[config.mk]
export PLATFORM = sky130hd
export DESIGN_NAME = qrs_sqrt
export DESIGN_NICKNAME = d
export VERILOG_FILES = /design/src/design/qrs_sqrt.sv
export SDC_FILE = /design/constraint.sdc
export NUM_CORES = 2
export LEC_CHECK = 0
export BUFFER_PORTS_ARGS = -buffer_cell sky130_fd_sc_hd__buf_2
export CORE_MARGIN = 5
export CORE_UTILIZATION = 60
export CTS_BUF_LIST = sky130_fd_sc_hd__clkbuf_8
export CTS_CLUSTER_DIAMETER = 120
export DETAILED_ROUTE_END_ITERATION = 8
export HOLD_SLACK_MARGIN = 0.03
export PLACE_DENSITY = 0.81
export SYNTH_ARGS = -nofsm -noshare
export SYNTH_HDL_FRONTEND = slang
export SYNTH_MEMORY_MAX_BITS = 65536
export SYNTH_SLANG_ARGS = --single-unit
[constraint.sdc]
create_clock -name clk -period 5 [get_ports clk]
set_input_delay 0.25 -clock clk [delete_from_list [all_inputs] [get_ports clk]]
set_output_delay 0.25 -clock clk [all_outputs]
set_load 0.005 [all_outputs]
[src/design/qrs_sqrt.sv]
// Integer square root, one result bit per pipeline stage, sideband carried along.
module qrs_sqrt #(
	parameter int N  = 33,
	parameter int SW = 8
) (
	input  logic          clk,
	input  logic          arst_n,
	input  logic          adv,
	input  logic          in_valid,
	input  logic [2*N-1:0] v,
	input  logic [SW-1:0] side_in,
	output logic          out_valid,
	output logic [N-1:0]  root,
	output logic [SW-1:0] side_out
);
	logic           vld_r  [N];
	logic [N+1:0]   rem_r  [N];
	logic [N-1:0]   rt_r   [N];
	logic [2*N-1:0] val_r  [N];
	logic [SW-1:0]  sd_r   [N];

	for (genvar k = 0; k < N; k++) begin : g_stage
		logic           vi;
		logic [N+1:0]   ri, t, tr;
		logic [N-1:0]   qi;
		logic [2*N-1:0] xi;
		logic [SW-1:0]  si;
		logic           ge;
		if (k == 0) begin : g_first
			assign vi = in_valid;
			assign ri = '0;
			assign qi = '0;
			assign xi = v;
			assign si = side_in;
		end else begin : g_next
			assign vi = vld_r[k-1];
			assign ri = rem_r[k-1];
			assign qi = rt_r[k-1];
			assign xi = val_r[k-1];
			assign si = sd_r[k-1];
		end
		assign t  = {ri[N-1:0], xi[2*N-1 -: 2]};
		assign tr = {qi, 2'b01};
		assign ge = (t >= tr);

		always_ff @(posedge clk or negedge arst_n) begin
			if (!arst_n) begin
				vld_r[k] <= 1'b0;
			end else if (adv) begin
				vld_r[k] <= vi;
			end
		end

		always_ff @(posedge clk) begin
			if (adv) begin
				rem_r[k] <= ge ? (t - tr) : t;
				rt_r[k]  <= {qi[N-2:0], ge};
				val_r[k] <= {xi[2*N-3:0], 2'b00};
				sd_r[k]  <= si;
			end
		end
	end

	assign out_valid = vld_r[N-1];
	assign root      = rt_r[N-1];
	assign side_out  = sd_r[N-1];
endmodule

-- Word-level counts from Yosys, hierarchy flattened
Memory sizes are Yosys's and may differ from the RTL's.
Cells that the tools add are included.
Widths: inputs -> output; s select.
- bits in registers: 33
- memory bits (writable): 4620
- input port bits: 78
- output and inout port bits: 42
- word-level logic and storage cells: 138
- memories: 4
- memories (name ; words ; width ; read ports ; clocked after memory_dff ; write ports ; RTL line ; text):
    val_r ; 33 ; 64 ; 32 ; 0 ; 33 ; 19 ; logic [2*N-1:0] val_r [N];
    rem_r ; 33 ; 35 ; 32 ; 0 ; 33 ; 17 ; logic [N+1:0] rem_r [N];
    rt_r ; 33 ; 33 ; 33 ; 0 ; 33 ; 18 ; logic [N-1:0] rt_r [N];
    sd_r ; 33 ; 8 ; 33 ; 0 ; 33 ; 20 ; logic [SW-1:0] sd_r [N];
- add/subtract/negate cells: 33
- magnitude comparators: 33
- mux-type cells: 35
- operator list (operator ; count):
    $mux 35 ; 33
    $ge 35x35->1 ; 32
    $sub 35x35->35 ; 32
    $sub 2x1->3 const B ; 1
    $ge 2x1->1 const B ; 1
    $mux 1 ; 2

-- Logic depth before layout (Yosys ltp)
An unclocked memory read counts as a cell.
- depth after elaboration: 3
- mapped depth: 14
- gate-level depth less buffers: 13

-- Worst setup path after synthesis
Ideal clock, no wire load.
- path type: register to register
- start: mem rem_r[0][560] (netlist name)
- end: mem rem_r[0][623] (netlist name), data pin
- setup time: 258 ps
- arrival time: 3296 ps
- required time: 4742 ps
- setup slack: 1446 ps
- cell stages (with the launch flop): 11
- buffers on the path: 0
- clock period less this slack: 3554 ps
- cell sequence: edfxtp_1 ha_1 nor2b_1 o21a_1 o21a_1 o31a_1 a2111oi_0 a31oi_1 a211oi_1 nand3_1 xnor2_1
- RTL lines (what ; RTL line):
    start, declared ; 17

==> PnR_summary.wiki <==
{| class="wikitable"
! Metric !! Value
|-
| Final hold violations || 0
|-
| Maximum number of pins on one net before global-route repair || 149
|-
| Total wirelength of the detailed-routed design || 262.1 mm
|-
| Result of the run || complete, no violations
|-
| Detailed Routing Iterations Pass 1 || 7
|-
| Int Power || 46.79 mW
|-
| Least-Margin Pin Slew || 1.163 ns
|-
| # Max-Cap Violations || 0
|-
| Global-route usage over all layers || 22.60%
|-
| CTS HTree Levels || 5
|-
| Combinational cell fraction of total power || 21.0%
|-
| Pre-CTS setup slack || 0.7897 ns
|-
| Initial antenna violation count || 5
|-
| Data required, critical path || 5.79 ns
|-
| Pwr per Cell Area || 449.5 nW/um^2
|-
| Initial core utilization || 60.08%
|-
| Commonest non-fill, non-tap cell in the layout || sky130_fd_sc_hd__edfxtp_1
|-
| Setup slack of the critical path after layout || 0.7702 ns
|-
| Clock latency on the worst-skew pair || 1.09 ns
|-
| Number of cells in the design after placement || 12,740
|-
| Clk network pwr share || 29.1%
|-
| Root cell of the clock tree || sky130_fd_sc_hd__clkbuf_8
|-
| Final standard cell count with taps included and fillers excluded || 13,720
|-
| Instance area at placement || 136,300 um^2
|-
| Setup repair after global routing missed its margin || false
|-
| Via count normalized by instance count || 5.788
|-
| Endpoint arrival time on the critical path || 5.02 ns
|-
| WHS || 0.2201 ns
|-
| Worst Hold Class || primary input to asynchronous set/reset pin
|-
| Post-CTS setup buffer count || 0
|-
| Count of standard-cell rows || 172
|-
| Number of slew-limit violations in the final report || 0
|-
| Quantity of I/O buffers inserted on ports || 119
|-
| Sequential-to-total area share from yosys stat || 66.52%
|-
| Post-DR wirelength/cell || 19.11 um
|-
| Gpl congestion || 0.9507
|-
| Static leakage || 56.68 nW
|-
| Top-Level Pins || 120
|-
| Total of hold buffers inserted after clock tree synthesis || 155
|-
| Number of flip-flops and latches in the synthesized netlist || 2,921
|-
| Sort of element at the start of the critical path || flop
|-
| Worst-case clock buffer depth || 4
|-
| Top library cells by usage in the layout, fill and taps aside || sky130_fd_sc_hd__edfxtp_1, sky130_fd_sc_hd__inv_1, sky130_fd_sc_hd__nand2_1
|-
| Async set or reset register ratio after synthesis || 1.130%
|-
| FMAX || 236.4 MHz
|-
| Period utilisation layout || 84.60%
|-
| Core area || 219,100 um^2
|-
| Overflow after GRT || 0
|-
| Die footprint || 228,800 um^2
|-
| Number of nets in the final layout || 11,170
|-
| Post-cts resize count || 0
|-
| TritonCTS clock tree || done
|-
| Setup crit end kind || flop
|-
| Post-synth net total || 10,510
|-
| Drt initial violations || 6,725
|-
| Final setup fails || 0
|-
| Clk_skew || 0.1121 ns
|-
| Post-synthesis to final-layout area growth || 11.31%
|-
| Path type of the worst setup path || flop to flop
|-
| Fin crit period || 4.230 ns
|-
| Crit Path Max Fanout || 13
|-
| Switching part of the total power || 28.93%
|-
| Remaining antenna violation count || 0
|-
| Normalized max-slew margin || 22.44%
|-
| Final setup TNS || 0 ns
|-
| Count of distinct cell types in the synthesized netlist || 86
|-
| DRC errors left || 0
|-
| Worst-case vdd ir drop || 0.3566 mV
|-
| Avg Inst Size Synth || 13.37 um^2
|-
| Most common flop cell mapped by yosys || sky130_fd_sc_hd__edfxtp_1
|-
| Fin area || 146,500 um^2
|-
| Clock sink count || 2,921
|-
| Clock-pin slew reported for the worst setup and hold paths after clock tree synthesis || 0.06 ns
|-
| Global-route wire length before repair || 418.7 mm
|-
| Sequential share of power || 49.9%
|-
| Width of the chip || 478.4 um
|-
| Post-Synthesis Cells || 9,841
|-
| Count of warnings emitted by yosys || 0
|-
| Number of global-route vias before repair || 79,600
|-
| Reg2Reg Depth || 9
|-
| Share of post-route cells with drive strength above 1 || 9.511%
|-
| Number of enable-type register cells in the synthesized netlist || 2,888
|-
| Switch Pwr || 19.05 mW
|-
| Post-DP HPWL || 182.8 mm
|-
| Total vias in the final route || 79,390
|-
| Layout filler cell count || 15,310
|-
| Die height || 478.4 um
|-
| Number of buffers inserted during clock tree synthesis || 466
|-
| Reg2reg setup slack || 0.77 ns
|-
| Cell Area, Synth || 131,600 um^2
|}
[flip-flops by register name, summed over array words and instances (netlist names)]
register,count
g_stage.vi,32
out_valid,1
rem_r,1007
rt_r,561
sd_r,264
val_r,1056
[kinds of logic (layout without fill, tap and decap cells)]
family	count (synthesis)	count (layout)	share of synthesized area [%]
muxes	119	119	1.011
AOI/OAI and AO/OA	2007	2007	9.443
and+or+nand+nor	2430	2430	9.195
xor gates and xnor gates	821	821	5.463
adders and majority gates	595	595	5.656
other	1	5	0.002849
buffers and inverters	947	1946	2.711
DFF	2921	2921	66.52
[final cells by class]
type	instances	area, um^2	area share [%]
diodes	4	10.01	0.006833
flip-flops and latches	2921	87550	59.76
clock buffers	469	6455	4.406
clock inverters	347	2216	1.513
multi-input cells	5973	40590	27.71
inverters	747	2804	1.914
well taps	2871	3592	2.452
repair buffers	383	3278	2.238
[worst max-delay path: stages, from the launching register on]
cell                       delay (ns)
sky130_fd_sc_hd__edfxtp_1        0.44
sky130_fd_sc_hd__nor4_1          0.40
sky130_fd_sc_hd__nand2b_1        0.24
sky130_fd_sc_hd__or4_1           0.60
sky130_fd_sc_hd__or4_4           0.55
sky130_fd_sc_hd__or4_4           0.47
sky130_fd_sc_hd__nor4_4          0.49
sky130_fd_sc_hd__a211o_1         0.47
sky130_fd_sc_hd__nor4_1          0.11
sky130_fd_sc_hd__xor2_1          0.17
[per-stage QoR]
stage | power, mW | util [%]
6_report | 65.84 | 66.87
5_1_grt | 69.40 | 66.87
3_5_place_dp | 46.86 | 62.19
3_3_place_gp | 46.44 | 62.19
2_1_floorplan | 42.47 | -
4_1_cts | 66.31 | 66.87
[power groups by stage]
stage	clock (mW)	sequential (mW)	combinational (mW)
after detailed placement	0	33.3	13.5
after floorplan	0	32.4	10.1
final	19.2	32.9	13.8
after global routing	20.9	33.1	15.3
after CTS	19.7	32.9	13.7
after global placement	0	33.3	13.2
[synth_stat cells, types with 59 or more instances]
cell                       number  area (um^2)
sky130_fd_sc_hd__o21a_1       110        825.8
sky130_fd_sc_hd__clkbuf_1     174        653.1
sky130_fd_sc_hd__and3_1        65        406.6
sky130_fd_sc_hd__xor2_1       407         3565
sky130_fd_sc_hd__mux2_2       110         1239
sky130_fd_sc_hd__nor2_1       565         2121
sky130_fd_sc_hd__nor2b_1       82        513.0
sky130_fd_sc_hd__or3_1        113        706.9
sky130_fd_sc_hd__o21ai_0      560         2803
sky130_fd_sc_hd__ha_1         595         7445
sky130_fd_sc_hd__nor4_1       134        838.3
sky130_fd_sc_hd__nand2_1      635         2384
sky130_fd_sc_hd__a21oi_1      580         2903
sky130_fd_sc_hd__xnor2_1      414         3626
sky130_fd_sc_hd__a211oi_1      64        480.5
sky130_fd_sc_hd__nand2b_1     126        788.3
sky130_fd_sc_hd__edfxtp_1    2888        86720
sky130_fd_sc_hd__or4_1         61        457.9
sky130_fd_sc_hd__o21bai_1      59        442.9
sky130_fd_sc_hd__inv_1        742         2785
sky130_fd_sc_hd__nor3_1       201         1006
sky130_fd_sc_hd__nand3_1      152        760.7
sky130_fd_sc_hd__nand4_1      110        688.2
sky130_fd_sc_hd__a21o_1       283         2125
[metal layers]
layer | track usage, % | part of all wire (%) | up-vias
li1 | - | - | 37990
met1 | 28.93 | 41 | 38280
met2 | 39.13 | 50 | 2444
met3 | 3.371 | 5.2 | 665
met4 | 8.791 | 3.8 | 4
met5 | 0 | 0.0099 | -
[worst paths after layout]
check                                       start                         to
max                        rem_r[0][74]$_DFFE_PP_    rem_r[0][126]$_DFFE_PP_
min                                        arst_n      out_valid$_DFFE_PN0P_
max reg2reg                rem_r[0][74]$_DFFE_PP_    rem_r[0][126]$_DFFE_PP_
min reg2reg                val_r[0][77]$_DFFE_PP_    val_r[0][143]$_DFFE_PP_
max in group asynchronous                  arst_n  g_stage[8].vi$_DFFE_PN0P_
min in group clk                              adv       sd_r[0][5]$_DFFE_PP_
No activity file was read; power rests on OpenSTA's default activity.
